===== config.mk =====
export PLATFORM = sky130hd
export DESIGN_NAME = length_prefixed_frame_parser
export DESIGN_NICKNAME = d
export VERILOG_FILES = /design/src/lpfp_pkg.sv /design/src/lpfp_in_stage.sv /design/src/lpfp_core.sv /design/src/lpfp_out_stage.sv /design/src/length_prefixed_frame_parser.sv
export SDC_FILE = /design/constraint.sdc
export NUM_CORES = 1
export LEC_CHECK = 0
export BUFFER_PORTS_ARGS = -buffer_cell sky130_fd_sc_hd__buf_2
export CAP_MARGIN = 25
export CORE_MARGIN = 3
export CORE_UTILIZATION = 40
export DETAILED_ROUTE_END_ITERATION = 16
export PLACE_DENSITY_LB_ADDON = 0.25
export SLEW_MARGIN = 20
export SYNTH_ARGS = -nofsm -noshare
export SYNTH_HDL_FRONTEND = slang
export SYNTH_HIERARCHICAL = 1
export SYNTH_SLANG_ARGS = --single-unit

===== constraint.sdc =====
create_clock -name clk -period 6.9 [get_ports clk]
set_clock_uncertainty 0.15 [all_clocks]
set_input_delay 2.07 -clock clk [delete_from_list [all_inputs] [get_ports clk]]
set_output_delay 2.07 -clock clk [all_outputs]
set_load 0.05 [all_outputs]

===== src/lpfp_pkg.sv =====
package lpfp_pkg;

  localparam int LEN_DIGITS = 3;
  localparam int CNT_W      = $clog2(LEN_DIGITS + 1);

  localparam logic [9:0] MAX_LEN  = 10'd999;
  localparam logic [7:0] NUL_BYTE = 8'h00;
  localparam logic [7:0] ASCII_0  = 8'h30;
  localparam logic [7:0] ASCII_9  = 8'h39;

  typedef enum logic [2:0] {
    PH_LEN   = 3'd0,
    PH_ID    = 3'd1,
    PH_SUB   = 3'd2,
    PH_CONF  = 3'd3,
    PH_MSG   = 3'd4,
    PH_CHECK = 3'd5
  } phase_t;

  typedef enum logic [1:0] {
    KIND_MSG  = 2'd0,
    KIND_DONE = 2'd1,
    KIND_ERR  = 2'd2
  } kind_t;

  typedef enum logic [2:0] {
    FAIL_ID    = 3'd0,
    FAIL_SUBID = 3'd1,
    FAIL_CONF  = 3'd2,
    FAIL_MSG   = 3'd3,
    FAIL_CHECK = 3'd4
  } fail_t;

  typedef struct packed {
    kind_t       kind;
    logic [7:0]  data_byte;
    logic [9:0]  byte_index;
    logic [7:0]  dev_id;
    logic [7:0]  sub_dev_id;
    logic [7:0]  conf_byte;
    logic [7:0]  check_byte;
    logic [9:0]  frame_len;
    fail_t       fail_stage;
  } result_t;

  // Handshake between the input register and the parser core.
  typedef struct packed {
    logic       advance;
    logic [7:0] rx_byte;
  } core_in_t;

endpackage


===== src/lpfp_in_stage.sv =====
module lpfp_in_stage import lpfp_pkg::*; (
  input  logic       clk,
  input  logic       rst,
  input  logic       in_valid,
  output logic       in_ready,
  input  logic [7:0] in_byte,
  input  logic       out_free,
  output core_in_t   core_in
);

  logic       full;
  logic [7:0] byte_q;
  logic       advance;

  assign advance  = full && out_free;
  assign in_ready = !full || advance;

  always_ff @(posedge clk) begin
    if (rst) begin
      full <= 1'b0;
    end else if (in_valid && in_ready) begin
      full <= 1'b1;
    end else if (advance) begin
      full <= 1'b0;
    end
  end

  always_ff @(posedge clk) begin
    if (in_valid && in_ready) begin
      byte_q <= in_byte;
    end
  end

  assign core_in = '{advance: advance, rx_byte: byte_q};

endmodule


===== src/lpfp_core.sv =====
module lpfp_core import lpfp_pkg::*; (
  input  logic     clk,
  input  logic     rst,
  input  core_in_t core_in,
  output logic     res_valid,
  output result_t  res
);

  phase_t           phase, phase_next;
  logic [CNT_W-1:0] digit_count, digit_count_next;
  logic             digits_stopped, digits_stopped_next;
  logic [9:0]       length_accum, length_accum_next;
  logic [9:0]       bytes_seen, bytes_seen_next;
  logic [7:0]       held_id, held_id_next;
  logic [7:0]       held_sub_id, held_sub_id_next;
  logic [7:0]       held_conf, held_conf_next;

  logic [7:0]       b;
  logic [CNT_W-1:0] cnt_inc;
  logic [13:0]      acc_mul;
  logic [9:0]       bs_inc;
  logic             err;
  fail_t            err_stage;

  assign b       = core_in.rx_byte;
  assign cnt_inc = digit_count + CNT_W'(1);
  assign acc_mul = {4'd0, length_accum} * 14'd10 + {6'd0, b - ASCII_0};
  assign bs_inc  = bytes_seen + 10'd1;

  always_ff @(posedge clk) begin
    if (rst) begin
      phase          <= PH_LEN;
      digit_count    <= '0;
      digits_stopped <= 1'b0;
      length_accum   <= '0;
      bytes_seen     <= '0;
      held_id        <= '0;
      held_sub_id    <= '0;
      held_conf      <= '0;
    end else if (core_in.advance) begin
      phase          <= phase_next;
      digit_count    <= digit_count_next;
      digits_stopped <= digits_stopped_next;
      length_accum   <= length_accum_next;
      bytes_seen     <= bytes_seen_next;
      held_id        <= held_id_next;
      held_sub_id    <= held_sub_id_next;
      held_conf      <= held_conf_next;
    end
  end

  always_comb begin
    phase_next          = phase;
    digit_count_next    = digit_count;
    digits_stopped_next = digits_stopped;
    length_accum_next   = length_accum;
    bytes_seen_next     = bytes_seen;
    held_id_next        = held_id;
    held_sub_id_next    = held_sub_id;
    held_conf_next      = held_conf;
    err                 = 1'b0;
    err_stage           = FAIL_ID;
    res_valid           = 1'b0;
    res                 = '0;

    case (phase)
      PH_LEN: begin
        if (!digits_stopped && b >= ASCII_0 && b <= ASCII_9) begin
          length_accum_next = (acc_mul > {4'd0, MAX_LEN}) ? MAX_LEN : acc_mul[9:0];
        end else begin
          digits_stopped_next = 1'b1;
        end
        digit_count_next = cnt_inc;
        if (cnt_inc >= CNT_W'(LEN_DIGITS)) begin
          digit_count_next    = '0;
          digits_stopped_next = 1'b0;
          bytes_seen_next     = '0;
          if (length_accum_next == 10'd0) begin
            err       = 1'b1;
            err_stage = FAIL_ID;
          end else begin
            phase_next = PH_ID;
          end
        end
      end
      PH_ID: begin
        if (b == NUL_BYTE) begin
          err       = 1'b1;
          err_stage = FAIL_ID;
        end else begin
          held_id_next = b;
          if (length_accum <= 10'd1) begin
            err       = 1'b1;
            err_stage = FAIL_SUBID;
          end else begin
            phase_next = PH_SUB;
          end
        end
      end
      PH_SUB: begin
        if (b == NUL_BYTE) begin
          err       = 1'b1;
          err_stage = FAIL_SUBID;
        end else begin
          held_sub_id_next = b;
          if (length_accum <= 10'd2) begin
            err       = 1'b1;
            err_stage = FAIL_CONF;
          end else begin
            phase_next = PH_CONF;
          end
        end
      end
      PH_CONF: begin
        if (b == NUL_BYTE) begin
          err       = 1'b1;
          err_stage = FAIL_CONF;
        end else begin
          held_conf_next = b;
          // length 3 leaves no room for the check byte
          if (length_accum <= 10'd3) begin
            err       = 1'b1;
            err_stage = FAIL_CHECK;
          end else begin
            bytes_seen_next = '0;
            phase_next      = (length_accum == 10'd4) ? PH_CHECK : PH_MSG;
          end
        end
      end
      PH_MSG: begin
        if (b == NUL_BYTE) begin
          err       = 1'b1;
          err_stage = FAIL_MSG;
        end else begin
          res_valid       = 1'b1;
          res.kind        = KIND_MSG;
          res.data_byte   = b;
          res.byte_index  = bytes_seen;
          res.frame_len   = length_accum;
          bytes_seen_next = bs_inc;
          if ({1'b0, bs_inc} + 11'd4 >= {1'b0, length_accum}) begin
            phase_next = PH_CHECK;
          end
        end
      end
      PH_CHECK: begin
        if (b == NUL_BYTE) begin
          err       = 1'b1;
          err_stage = FAIL_CHECK;
        end else begin
          res_valid         = 1'b1;
          res.kind          = KIND_DONE;
          res.dev_id        = held_id;
          res.sub_dev_id    = held_sub_id;
          res.conf_byte     = held_conf;
          res.check_byte    = b;
          res.frame_len     = length_accum;
          phase_next        = PH_LEN;
          digit_count_next  = '0;
          digits_stopped_next = 1'b0;
          length_accum_next = '0;
          bytes_seen_next   = '0;
        end
      end
      default: begin
        phase_next          = PH_LEN;
        digit_count_next    = '0;
        digits_stopped_next = 1'b0;
        length_accum_next   = '0;
        bytes_seen_next     = '0;
      end
    endcase

    // error report carries the length as it stood when the item arrived, or, in the length phase, including that item
    if (err) begin
      res_valid           = 1'b1;
      res                 = '0;
      res.kind            = KIND_ERR;
      res.frame_len       = (phase == PH_LEN) ? length_accum_next : length_accum;
      res.fail_stage      = err_stage;
      phase_next          = PH_LEN;
      digit_count_next    = '0;
      digits_stopped_next = 1'b0;
      length_accum_next   = '0;
      bytes_seen_next     = '0;
    end

    if (!core_in.advance) begin
      res_valid = 1'b0;
    end
  end

endmodule


===== src/lpfp_out_stage.sv =====
module lpfp_out_stage import lpfp_pkg::*; (
  input  logic    clk,
  input  logic    rst,
  input  logic    res_valid,
  input  result_t res,
  output logic    out_free,
  output logic    out_valid,
  input  logic    out_ready,
  output result_t out_res
);

  logic    valid_q;
  result_t res_q;

  assign out_free  = !valid_q || out_ready;
  assign out_valid = valid_q;
  assign out_res   = res_q;

  always_ff @(posedge clk) begin
    if (rst) begin
      valid_q <= 1'b0;
    end else if (out_free) begin
      valid_q <= res_valid;
    end
  end

  always_ff @(posedge clk) begin
    if (out_free && res_valid) begin
      res_q <= res;
    end
  end

endmodule


===== src/length_prefixed_frame_parser.sv =====
// Length-prefixed frame parser.
// Input stream: one received byte per item on s_axis (tdata[7:0]). A frame is
// three ASCII length digits, ID, sub-ID, configuration byte, the message bytes
// and a trailing check byte that is passed through, only tested against NUL.
// Output stream: at most one item per input byte on m_axis. tuser gives the
// kind: message byte with its index, frame complete with header fields and
// check byte, or frame error with the field that failed.
// Throughput: one byte per clock while m_axis does not stall. Bytes land in an
// input register, the parser state is updated from it, and results go to an
// output register that drives m_axis, so each result passes both registers.
// When m_axis stalls, the output register holds its item; one more byte may be
// taken into the input register, then s_axis_tready drops until the result
// is taken. Bytes that produce no result still need a free output slot.
// Reset (synchronous, rst high) empties both registers and returns the parser
// to waiting for length digits.
module length_prefixed_frame_parser import lpfp_pkg::*; (
  input  logic        clk,
  input  logic        rst,
  input  logic        s_axis_tvalid,
  output logic        s_axis_tready,
  input  logic [7:0]  s_axis_tdata,   // [7:0] rx_byte
  output logic        m_axis_tvalid,
  input  logic        m_axis_tready,
  // [7:0] data_byte, [17:8] byte_index, [25:18] dev_id, [33:26] sub_dev_id,
  // [41:34] conf_byte, [49:42] check_byte, [59:50] frame_len,
  // [62:60] fail_stage, [63] zero
  output logic [63:0] m_axis_tdata,
  output logic [1:0]  m_axis_tuser    // [1:0] kind
);

  core_in_t core_in;
  logic     out_free;
  logic     res_valid;
  result_t  res;
  result_t  out_res;

  lpfp_in_stage u_in (
    .clk      (clk),
    .rst      (rst),
    .in_valid (s_axis_tvalid),
    .in_ready (s_axis_tready),
    .in_byte  (s_axis_tdata),
    .out_free (out_free),
    .core_in  (core_in)
  );

  lpfp_core u_core (
    .clk       (clk),
    .rst       (rst),
    .core_in   (core_in),
    .res_valid (res_valid),
    .res       (res)
  );

  lpfp_out_stage u_out (
    .clk       (clk),
    .rst       (rst),
    .res_valid (res_valid),
    .res       (res),
    .out_free  (out_free),
    .out_valid (m_axis_tvalid),
    .out_ready (m_axis_tready),
    .out_res   (out_res)
  );

  assign m_axis_tdata = {1'b0, out_res.fail_stage, out_res.frame_len, out_res.check_byte,
                         out_res.conf_byte, out_res.sub_dev_id, out_res.dev_id,
                         out_res.byte_index, out_res.data_byte};
  assign m_axis_tuser = out_res.kind;

endmodule


# ---- Yosys cells after proc, flatten, opt, wreduce, memory -nomap -nowiden
# Cells that the tools add are included.
dict set report totals {
  inputBits 12
  reg_bits 125
  word_cells 151
  output_inout_bits 68
}
dict set report op_classes {
  multipliers 1
  n_reduce_logical 26
  addsub 5
  n_mux 68
  n_eq_ne 20
  bitwise_logic 3
  n_lt_le_gt_ge 8
}
# op n
set ops {}
lappend ops {{10-bit two-way mux} 13}
lappend ops {{3-bit two-way mux} 17}
lappend ops {{10-bit case mux with 5 select lines} 1}
lappend ops {{42-bit two-way mux} 1}
lappend ops {{10-bit case mux with 3 select lines} 1}
lappend ops {{3-bit by 2-bit inequality test with 1-bit output (second input constant)} 9}
lappend ops {{1-bit two-way mux} 22}
lappend ops {{10-bit by 2-bit <= comparator with 1-bit output (second input constant)} 2}
lappend ops {{10-bit case mux with 2 select lines} 1}
lappend ops {{3-bit case mux with 6 select lines} 1}
lappend ops {{3-bit case mux with 5 select lines} 1}
lappend ops {{14-bit by 8-bit adder with 14-bit output} 1}
lappend ops {{14-bit by 10-bit greater-than comparator with 1-bit output (second input constant)} 1}
lappend ops {{10-bit by 3-bit multiplier with 13-bit output (second input constant)} 1}
lappend ops {{13-bit two-way mux} 1}
lappend ops {{12-bit AND reduction} 1}
lappend ops {{3-bit AND reduction} 4}
lappend ops {{10-bit by 3-bit adder with 11-bit output (second input constant)} 1}
lappend ops {{11-bit by 10-bit greater-or-equal comparator with 1-bit output} 1}
lappend ops {{10-bit by 1-bit adder with 10-bit output (second input constant)} 1}
lappend ops {{10-bit by 3-bit equality test with 1-bit output (second input constant)} 1}
lappend ops {{10-bit by 1-bit <= comparator with 1-bit output (second input constant)} 1}
lappend ops {{10-bit logical NOT} 1}
lappend ops {{2-bit two-way mux} 5}
lappend ops {{27 further kinds} 42}

# ---- Logic depth before layout (Yosys ltp)
# Gate-level depths: netlist (run 1).
dict set report logic_depth {
  depth_word 13
  mapped_depth 18
  depth_no_buf 17
}

# ---- By module
# Netlist (run 1), hierarchy kept.
# mod area_per_inst_um2 n_inst seq_area_each_um2 cells_each
set modules_own_cells {}
lappend modules_own_cells {lpfp_core 4166.5 1 1001.0 537}
lappend modules_own_cells {lpfp_out_stage 2006.9 1 1971.9 70}
lappend modules_own_cells {lpfp_in_stage 310.3 1 260.2 15}
lappend modules_own_cells {length_prefixed_frame_parser 11.3 1 0.0 2}

# ---- Worst setup path before layout (run 1)
# Ideal clock, no wire load.
dict set report synth_path {
  path_kind {reg2reg}
  from {reg u_core.length_accum[1]}
  to {reg u_out.res_q, in the netlist u_out/out_res[0], enable pin}
  setup_ns 0.377
  path_stages_with_launch 18
  t_arrival_ns 4.359
  path_buffers 1
  slack_ns 2.013
  path_cell_list {dfxtp_1 -> ha_1 -> ha_1 -> inv_1 -> fa_1 -> inv_1 -> ha_1 -> a211oi_1 -> nor2_1 -> a311oi_1 -> o311a_1 -> mux2i_1 -> o31ai_1 -> and4b_4 -> a211o_1 -> buf_6 -> o21a_1 -> and2_4}
}
dict set report synth_between {
  elab_chain_len 13
  word_cells_on_any_way 22
  cone_classes {1 x add/sub; 1 x mul; 4 x order compare; 14 x mux; 2 x reduce/logical}
}
# element line_no
set synth_lines {}
lappend synth_lines {{start, declared} lpfp_core.sv:12} ;# logic [9:0] length_accum, length_accum_next;
lappend synth_lines {{start signal, assigned} lpfp_core.sv:44} ;# length_accum <= length_accum_next;
lappend synth_lines {{10-bit by 3-bit multiplier with 13-bit output} lpfp_core.sv:27} ;# assign acc_mul = {4'd0, length_accum} * 14'd10 + {6'd0, b - ASCII_0};
lappend synth_lines {{14-bit by 8-bit adder with 14-bit output} lpfp_core.sv:27}
lappend synth_lines {{14-bit by 10-bit greater-than comparator with 1-bit output} lpfp_core.sv:69} ;# length_accum_next = (acc_mul > {4'd0, MAX_LEN}) ? MAX_LEN : acc_mul[9:0];
lappend synth_lines {{10-bit two-way mux} lpfp_core.sv:69}
lappend synth_lines {{10-bit two-way mux} lpfp_core.sv:68} ;# if (!digits_stopped && b >= ASCII_0 && b <= ASCII_9) begin
lappend synth_lines {{10-bit two-way mux} lpfp_core.sv:66} ;# case (phase)
lappend synth_lines {{10-bit logical NOT} lpfp_core.sv:78} ;# if (length_accum_next == 10'd0) begin
lappend synth_lines {{1-bit two-way mux} lpfp_core.sv:78}
lappend synth_lines {{1-bit two-way mux} lpfp_core.sv:74} ;# if (cnt_inc >= CNT_W'(LEN_DIGITS)) begin
lappend synth_lines {{1-bit case mux with 5 select lines (*)} lpfp_core.sv:66}
lappend synth_lines {{net u_core.err} lpfp_core.sv:22} ;# logic err;
lappend synth_lines {{1-bit two-way mux (*)} lpfp_core.sv:175} ;# if (err) begin
lappend synth_lines {{1-bit two-way mux (*)} lpfp_core.sv:188} ;# if (!core_in.advance) begin
lappend synth_lines {{net res_valid} length_prefixed_frame_parser.sv:33} ;# logic res_valid;
lappend synth_lines {{1-bit logical AND (*)} lpfp_out_stage.sv:28} ;# if (out_free && res_valid) begin
lappend synth_lines {{end signal, assigned} lpfp_out_stage.sv:29} ;# res_q <= res;
lappend synth_lines {{end, declared} lpfp_out_stage.sv:13} ;# result_t res_q;
# Mark *: on every way through the listed nets, which the timed path passes. The rest lies on a longest branch. The select of a mux whose other input is x is not followed.
# A chain may end at the register's enable or synchronous reset.

# ---- Worst setup path after layout (run 1)
dict set report layout_path {
  from {reg u_core.length_accum[0]}
  to {reg u_out.res_q, in the netlist u_out/out_res[3], enable pin}
}
dict set report layout_between {
  elab_chain_len 13
  word_cells_on_any_way 22
  cone_classes {1 x add/sub; 1 x mul; 4 x order compare; 14 x mux; 2 x reduce/logical}
}
# element line_no
set layout_lines {}
lappend layout_lines {{10-bit by 3-bit multiplier with 13-bit output} lpfp_core.sv:27}
lappend layout_lines {{14-bit by 8-bit adder with 14-bit output} lpfp_core.sv:27}
lappend layout_lines {{14-bit by 10-bit greater-than comparator with 1-bit output} lpfp_core.sv:69}
lappend layout_lines {{10-bit two-way mux} lpfp_core.sv:69}
lappend layout_lines {{10-bit two-way mux} lpfp_core.sv:68}
lappend layout_lines {{10-bit two-way mux} lpfp_core.sv:66}
lappend layout_lines {{10-bit logical NOT} lpfp_core.sv:78}
lappend layout_lines {{1-bit two-way mux} lpfp_core.sv:78}
lappend layout_lines {{1-bit two-way mux} lpfp_core.sv:74}
lappend layout_lines {{1-bit case mux with 5 select lines (*)} lpfp_core.sv:66}
lappend layout_lines {{1-bit two-way mux (*)} lpfp_core.sv:175}
lappend layout_lines {{1-bit two-way mux (*)} lpfp_core.sv:188}
lappend layout_lines {{net res_valid} length_prefixed_frame_parser.sv:33}
lappend layout_lines {{1-bit logical AND (*)} lpfp_out_stage.sv:28}
# Marks and branches as above.

==> impl_metrics.csv, run 1 <==
group,metric,value,unit
run_status,status,"complete, no violations",
sta,max_freq,176.2,MHz
power_and_ir_drop,sw_frac_of_total,0.2424,
clocking,clock_latency,420,ps
power_and_ir_drop,p_per_area,244.2,nW/um2
placed_design,place_area,7030,um2
floorplanning,die_w,133.4,um
clocking,cts_sinks,125,
logic_synthesis,synth_edf_count,73,
sta,maxSlewViolCount,0,
global_routing,grt_pass1_vias,4862,
route,wire_per_inst,16.48,um
logic_synthesis,ys_ff_latch,125,
logic_synthesis,syn_inst,624,
sta,final-hold-violation-count,0,
route,routed_wl,15130,um
power_and_ir_drop,p_leak,2.794,nW
floorplanning,core_area,15540,um2
route,drcViolationCount,0,
clocking,cts_resized,0,
power_and_ir_drop,clockPowerShare,0.483,
logic_synthesis,yosysMostFrequentCell,"edfxtp_1",
sta,slew_headroom,0.3350,
route,drt_pre_antenna_iters,6,
min_path,hp-class,"flip-flop to flip-flop",
sta,fin_crit_sh,0.8224,
floorplanning,die_h,133.4,um
sta,rsz0062_at_grt,"no",
route,dr_total_vias,4889,
global_routing,grtUsageTotal,0.1709,
power_and_ir_drop,vdd_drop_max,0.0001668,V
power_and_ir_drop,p_comb_frac,0.076,
clocking,numCtsBuffers,17,
worst_setup_path,worst_setup_path_end_kind,"flip-flop",
logic_synthesis,ys_seq_area_frac,0.4978,
logic_synthesis,synthTopCellsByCount,"edfxtp_1, nor2_1, dfxtp_1, and2_1, a21oi_1",
logic_synthesis,syn_nets,675,
worst_setup_path,crit_type,"flip-flop to flip-flop",
layout,insertedDiodeCount,0,
layout,multi_input_area,3024,um2
sta,whs,335.8,ps
worst_setup_path,start_kind,"flip-flop",
worst_setup_path,cp.required,6800,ps
logic_synthesis,synthArstFlopShare,0,
placed_design,pre_cts_ws,1258,ps
clocking,clk_path_buf_depth,2,
power_and_ir_drop,seqPwrFrac,0.441,
global_routing,grt_pass1_wl,24370,um
placed_design,dpl.hpwl,10700,um
sta,layout_min_cycle_time,5675,ps
route,initialDrtViolationCount,399,
worst_setup_path,cp.arrival,5570,ps
clocking,hold_buffers,0,
layout,fillers,1451,
logic_synthesis,synth_area,6495,um2
sta,setup_violations,0,
clocking,htreeDepth,4,
clocking,cts_setup_buffers,0,
global_routing,grt_overflow,0,
worst_setup_path,crit_path_max_fanout,65,
layout,ff_latch_area,3233,um2
global_routing,antenna_found_initial,0,
logic_synthesis,yosysUniqueCellTypes,73,
power_and_ir_drop,power.internal,1.413,mW
placed_design,io_buffers,78,
logic_synthesis,synthFlopType,"edfxtp_1",
layout,drive_gt1_frac,0.1867,
placed_design,gp_congestion,0.8734,
layout,nets,745,
run,maxCapViolations,0,
floorplanning,ioPinCount,80,
layout,area_growth,17.59,%
floorplanning,rows,45,
layout,stdcell_area,7637,um2
route,avgViaCountPerCell,5.326,
sta,setup_ws,1225,ps
global_routing,grt_max_degree,66,
clocking,clk_pin_slew,60,ps
logic_synthesis,ys_top_cells_by_area,"edfxtp_1, dfxtp_1, ha_1",
floorplanning,dieArea,17800,um2
power_and_ir_drop,power_switching,0.4520,mW
clocking,cts_tree,"yes",
clocking,clockRootBuffer,"clkbuf_16",
sta,setup_tns,0,ps
logic_synthesis,synth_top_cell_by_area,"edfxtp_1",
sta,worst_pin_slew,993.8,ps
logic_synthesis,yosysWarnings,6,
logic_synthesis,postSynthAreaPerCell,10.41,um2
floorplanning,start_util,0.4180,
logic_synthesis,synth_top_area_frac,0.3375,
route,postRouteAntennaNets,0,
==> sequential cells by signal, summed over array words and instances (netlist names) <==
name and count:
u_out/out_res 65, u_core/bytes_seen 10, u_core/length_accum 10, u_core/held_conf 8, u_core/held_id 8, u_core/held_sub_id 8, u_in/byte_q 8, u_core/phase 3
u_core/digit_count 2, u_core/digits_stopped 1, u_in/full 1, u_out/out_valid 1
==> through the flow <==
step                      power, mW  utilization  std cells
after floorplan              0.9391            -        624
after global placement       0.9740       0.4524        886
after detailed placement     0.9785       0.4524        886
after CTS                     1.882       0.4911        918
after global routing          1.924       0.4915        918
final                         1.865       0.4915        918
==> critical path: stages, from the launching register on <==
cell      delay, ps
dfxtp_1         510
ha_1            230
ha_1            190
inv_1            60
fa_1            440
xnor2_1         210
ha_1            310
o21ai_0         190
nor2_1           60
a311oi_1        460
o311a_1         250
mux2i_1          70
o31ai_1         460
and4b_4         320
a211o_1         430
o21a_1          220
and2_4          680
==> layout make-up <==
class                           instances  area share
Sequential cell                       125      0.4233
Timing Repair Buffer                   79     0.05210
Clock inverter                         13     0.02212
Tap cell                              211     0.03457
Inverter                               31     0.01524
Multi-Input combinational cell        440      0.3960
Clock buffer                           19     0.05668
==> layer usage <==
layer / track usage / vias up / part of all wire
met1: 0.2137 / 2360 / 0.45
met4: 0.04743 / 0 / 0.0066
met3: 0.03852 / 11 / 0.042
li1: - / 2381 / -
met2: 0.2977 / 137 / 0.50
met5: 0 / - / 0
==> placed cells by master (no fill, tap or decap), types with 4 or more instances in the layout <==
cell type,netlist,routed
buf_2,2,78
edfxtp_1,73,73
nor2_1,68,68
dfxtp_1,52,52
and2_1,41,41
a21oi_1,40,40
nand2_1,37,37
ha_1,37,37
inv_1,31,31
mux2i_1,25,25
nand3_1,20,20
clkbuf_16,0,17
xnor2_1,15,15
o21ai_0,15,15
xor2_1,10,10
nor2b_1,8,8
nor3_1,9,8
o21ai_1,7,7
nand4_1,5,5
clkinvlp_4,0,4
or2_2,4,4
and3_1,4,4
nand2b_1,4,4
o31ai_1,4,4
a311oi_1,4,4
nor4_1,4,4
a31oi_1,4,4
==> path summary, 6_finish.rpt <==
| path | startpoint | endpoint | slack, ps | cells after the start |
|---|---|---|---|---|
| worst max register to register | u_core/length_accum[0] | u_out/out_res[3] | 1230 | 16 |
| worst max-delay path | u_core/length_accum[0] | u_out/out_res[3] | 1230 | 16 |
| worst min-delay path | u_core/held_sub_id[7] | u_core/held_sub_id[7] | 340 | 2 |
| worst min register to register | u_core/held_sub_id[7] | u_core/held_sub_id[7] | 340 | 2 |
==> cell families (layout without fill, tap and decap cells) <==
logic type | Yosys count | count (layout) | share of synthesized area
muxes | 26 | 26 | 0.04026
xor gates and xnor gates | 25 | 25 | 0.03371
DFF | 125 | 125 | 0.4978
other | 1 | 1 | 0.0005774
adders and majority gates | 39 | 39 | 0.07744
buffers and inverters | 59 | 142 | 0.03737
AOI/OAI and AO/OA | 116 | 116 | 0.1214
and+or+nand+nor | 233 | 233 | 0.1915
==> power by group through the flow <==
stage | clock [mW] | combinational, mW | sequential, mW
after floorplan | 0 | 0.0786 | 0.860
after global placement | 0 | 0.137 | 0.837
after detailed placement | 0 | 0.141 | 0.838
after CTS | 0.919 | 0.141 | 0.822
after global routing | 0.947 | 0.153 | 0.824
final | 0.900 | 0.142 | 0.822
No activity file was read; power rests on OpenSTA's default activity.
==> inputs of run 2 (changes only) <==
- clock period: 6.9 -> 5.1 ns (I/O delays scaled with it)
==> run 2 against run 1 <==
Net effect: first-iteration DRC count increased by 21%; sequential power grew 35%; register-to-register slack got worse by 900 ps; power up 33%.
==> impl_metrics.csv, run 2 (synthesis gave the netlist of run 1 again) <==
group,metric,value,unit
layout,insertedDiodeCount,0,
floorplanning,dieArea,17800,um2
power_and_ir_drop,power.internal,1.870,mW
clocking,clockRootBuffer,"clkbuf_16",
clocking,clock_latency,410,ps
global_routing,grt_overflow,0,
power_and_ir_drop,vdd_drop_max,0.0002237,V
route,dr_total_vias,4883,
route,drt_pre_antenna_iters,5,
sta,setup_violations,0,
global_routing,grtUsageTotal,0.1712,
layout,drive_gt1_frac,0.1986,
worst_setup_path,cp.required,5060,ps
floorplanning,die_h,133.4,um
floorplanning,rows,45,
worst_setup_path,start_kind,"flip-flop",
sta,maxSlewViolCount,0,
worst_setup_path,crit_path_max_fanout,25,
sta,slew_headroom,0.3609,
layout,stdcell_area,7754,um2
worst_setup_path,worst_setup_path_end_kind,"flip-flop",
clocking,htreeDepth,4,
sta,fin_crit_sh,0.9361,
placed_design,pre_cts_ws,338.8,ps
placed_design,io_buffers,78,
min_path,hp-class,"flip-flop to flip-flop",
route,postRouteAntennaNets,0,
worst_setup_path,cp.arrival,4730,ps
power_and_ir_drop,total_power,2.480,mW
clocking,hold_buffers,0,
global_routing,grt_pass1_vias,4774,
sta,setup_ws,325.7,ps
power_and_ir_drop,seqPwrFrac,0.448,
clocking,clk_path_buf_depth,2,
placed_design,place_area,7163,um2
sta,layout_min_cycle_time,4774,ps
run,maxCapViolations,0,
route,wire_per_inst,16.10,um
layout,final_common_cell,"buf_2",
sta,final-hold-violation-count,0,
power_and_ir_drop,p_leak,2.867,nW
global_routing,antenna_found_initial,0,
power_and_ir_drop,p_per_area,319.8,nW/um2
sta,whs,336.7,ps
global_routing,grt_pass1_wl,24360,um
clocking,cts_tree,"yes",
route,drcViolationCount,0,
power_and_ir_drop,power_switching,0.6100,mW
floorplanning,start_util,0.4180,
floorplanning,ioPinCount,80,
power_and_ir_drop,clockPowerShare,0.472,
layout,final_cell_mix,"buf_2, edfxtp_1, nor2_1",
sta,setup_tns,0,ps
clocking,numCtsBuffers,17,
run_status,status,"complete, no violations",
layout,area_growth,19.38,%
floorplanning,core_area,15540,um2
global_routing,grt_max_degree,43,
placed_design,gp_congestion,0.8687,
route,initialDrtViolationCount,482,
layout,nets,758,
layout,largest_register_ffs,65,
route,routed_wl,14990,um
worst_setup_path,crit_type,"flip-flop to flip-flop",
power_and_ir_drop,p_comb_frac,0.080,
clocking,cts_sinks,125,
placed_design,dpl.hpwl,10760,um
sta,max_freq,209.5,MHz
clocking,clk_pin_slew,60,ps
sta,rsz0062_at_grt,"no",
sta,worst_pin_slew,955.1,ps
power_and_ir_drop,sw_frac_of_total,0.2460,
route,avgViaCountPerCell,5.245,
floorplanning,die_w,133.4,um
-- run 2: cell count changes in the layout (fill, tap and decap cells not counted) --
cell / before / now
buf_4: 1 / 10
buf_12: 0 / 4
clkinvlp_4: 4 / 1
clkinv_4: 3 / 5
bufinv_16: 3 / 2
clkbuf_1: 2 / 3
clkinv_2: 1 / 2
nor3_1: 8 / 9
nor3_2: 2 / 1
-- run 2: worst paths after layout --
check	start	to	slack, ps	depth (start not counted)
setup / recovery	u_core/length_accum[3]	u_out/out_res[10]	330	18
hold / removal	u_core/held_sub_id[3]	u_core/held_sub_id[3]	340	2
setup reg to reg	u_core/length_accum[3]	u_out/out_res[10]	330	18
hold reg to reg	u_core/held_sub_id[3]	u_core/held_sub_id[3]	340	2
-- run 2: power by group through the flow --
stage / registers, mW / logic, mW / clock network, mW
floorplan: 1.16 / 0.106 / 0
global placement: 1.13 / 0.192 / 0
detailed placement: 1.13 / 0.195 / 0
CTS: 1.11 / 0.196 / 1.19
global route: 1.11 / 0.215 / 1.25
finish: 1.11 / 0.198 / 1.17
-- run 2: repair_timing --
action | in CTS | in global routing
setup buffers | 0 | 2
setup endpoints to repair | 0 | 2
resized for setup | 0 | 0
-- run 2: layout make-up --
cell class	instances	area, um2
multi-input cells	440	3019
inverters	31	116.4
flip-flops and latches	125	3233
fillers	1424	7786
clock inverters	12	138.9
repair buffers	92	545.5
well taps	211	264.0
clock buffers	20	436.7
-- run 2: routing by layer --
layer | vias to the layer above | global-route usage | wire length [um]
li1 | 2416 | - | -
met1 | 2318 | 0.2244 | 6895
met2 | 133 | 0.2853 | 7261
met3 | 16 | 0.04192 | 704
met4 | 0 | 0.04457 | 123
met5 | - | 0 | 0
-- run 2: per-stage QoR --
step	instances	util
global placement	897	0.4610
floorplan	624	-
global route	931	0.4990
finish	931	0.4990
CTS	929	0.4980
detailed placement	897	0.4610
-- run 2: critical path: stages, from the launching register on --
cell	delay, ps
dfxtp_1	360
ha_1	300
ha_1	160
inv_1	50
fa_1	430
xnor2_1	220
ha_1	310
o21ai_0	170
nor2_1	60
a311oi_1	280
buf_4	180
xor2_1	270
a21o_1	170
o2111ai_1	150
nor3b_1	370
a211o_1	280
o21a_1	190
and2_4	200
buf_12	180
==> inputs of run 3 (changes only) <==
- CORE_UTILIZATION: 40 -> 53
==> run 3 against run 2 <==
Net effect: combinational power about the same; power increased by 1.3%; wire length decreased by 0.53%; largest cell class unchanged.
==> impl_metrics.csv, run 3 (synthesis gave the netlist of run 1 again) <==
group,metric,value,unit
worst_setup_path,worst_setup_path_end_kind,"flip-flop",
layout,final_cell_mix,"buf_2, edfxtp_1, nor2_1",
clocking,clk_pin_slew,60,ps
layout,largest_register_ffs,65,
layout,ff_latch_area,3233,um2
global_routing,grt_overflow,0,
layout,insertedDiodeCount,0,
global_routing,grtUsageTotal,0.2310,
global_routing,grt_max_degree,43,
floorplanning,core_area,11710,um2
route,drt_pre_antenna_iters,4,
route,initialDrtViolationCount,308,
route,avgViaCountPerCell,5.753,
route,wire_per_inst,17.25,um
clocking,cts_tree,"yes",
clocking,cts_setup_buffers,0,
sta,setup_violations,0,
placed_design,gp_congestion,0.9206,
layout,nets,759,
global_routing,grt_pass1_wl,24240,um
sta,worst_pin_slew,961.1,ps
min_path,holdPathStages,2,
layout,drive_gt1_frac,0.2039,
clocking,hold_buffers,0,
sta,final-hold-violation-count,0,
worst_setup_path,cp.required,5060,ps
power_and_ir_drop,p_per_area,326.5,nW/um2
layout,final_util,0.6571,
layout,multi_input_area,3030,um2
worst_setup_path,start_kind,"flip-flop",
worst_setup_path,crit_type,"flip-flop to flip-flop",
floorplanning,die_h,116.7,um
placed_design,dpl.hpwl,10690,um
floorplanning,ioPinCount,80,
clocking,clk_path_buf_depth,2,
clocking,htreeDepth,4,
worst_setup_path,cp.arrival,4680,ps
floorplanning,die_w,116.7,um
sta,layout_min_cycle_time,4718,ps
layout,area_growth,18.47,%
route,routed_wl,14910,um
sta,setup_tns,0,ps
power_and_ir_drop,p_leak,2.892,nW
sta,rsz0062_at_grt,"no",
route,dr_total_vias,4971,
route,routed.top_layer,"met4",
floorplanning,start_util,0.5546,
floorplanning,dieArea,13620,um2
worst_setup_path,reg2reg_depth,17,
clocking,numCtsBuffers,17,
placed_design,io_buffers,78,
floorplanning,rows,39,
sta,maxSlewViolCount,0,
route,postRouteAntennaNets,0,
global_routing,antenna_found_initial,0,
run_status,status,"complete, no violations",
route,drt-met1-wl,6642,um
sta,max_freq,212.0,MHz
layout,final_common_cell,"buf_2",
clocking,clock_latency,420,ps
clocking,cts_sinks,125,
min_path,hp-class,"flip-flop to flip-flop",
worst_setup_path,crit_path_max_fanout,23,
layout,fillers,926,
route,wl_met3,726,um
clocking,cts_resized,0,
clocking,clockRootBuffer,"clkbuf_16",
route,dr_wl_met2,7276,um
power_and_ir_drop,vdd_drop_max,0.0001713,V
sta,slew_headroom,0.3569,
route,drcViolationCount,0,
sta,fin_crit_sh,0.9251,
run,maxCapViolations,0,
global_routing,grt_pass1_vias,4854,
## run 3: cell types whose count changed in the layout (fill, tap and decap cells not counted), sizes merged
cell      change
clkbuf        -3
clkinv        +3
buf           +1
bufinv        +1
clkinvlp      -1
## run 3: area by class of cell
class	instances	share of cell area
Sequential cell	125	0.4202
Timing Repair Buffer	93	0.07024
Multi-Input combinational cell	440	0.3938
Tap cell	143	0.02325
Inverter	31	0.01512
Clock inverter	15	0.02211
Clock buffer	17	0.05528
## run 3: path summary, 6_finish.rpt
check	startpoint	slack [ps]	to
worst max-delay path	u_core/length_accum[3]	380	u_out/out_res[40]
worst min-delay path	u_core/digits_stopped	320	u_core/digits_stopped
worst max register to register	u_core/length_accum[3]	380	u_out/out_res[40]
worst min register to register	u_core/digits_stopped	320	u_core/digits_stopped
## run 3: metal layers
| layer | track usage | vias up |
|---|---|---|
| met5 | 0 | - |
| met4 | 0.08180 | 0 |
| met1 | 0.3066 | 2391 |
| met2 | 0.3724 | 139 |
| li1 | - | 2419 |
| met3 | 0.05337 | 22 |
## run 3: where the power goes
part	internal (mW)	switching, mW
combinational	0.0604	0.140
sequential	1.09	0.0244
clock	0.765	0.436
## run 3: critical path: stages (launching register included)
cell	delay, ps
dfxtp_1	360
ha_1	300
ha_1	170
inv_1	60
fa_1	480
inv_1	50
ha_1	340
a211oi_1	270
nor2_1	110
a311oi_2	360
xor2_1	310
a21o_1	170
o2111ai_1	160
and4b_4	380
a211o_1	120
o21a_1	170
and2_4	260
buf_12	200
## run 3: stage by stage
step	instance area (um2)	worst slack [ps]	power, mW	instances	hold WS (ps)
2_1_floorplan	6495	213.4	1.271	624	268.1
4_1_cts	7684	317.4	2.528	864	314.7
3_3_place_gp	7088	398.1	1.324	832	314.8
3_5_place_dp	7088	338.1	1.328	832	302.6
6_report	7695	382.2	2.512	864	317.7
5_1_grt	7695	79.43	2.593	864	347.3
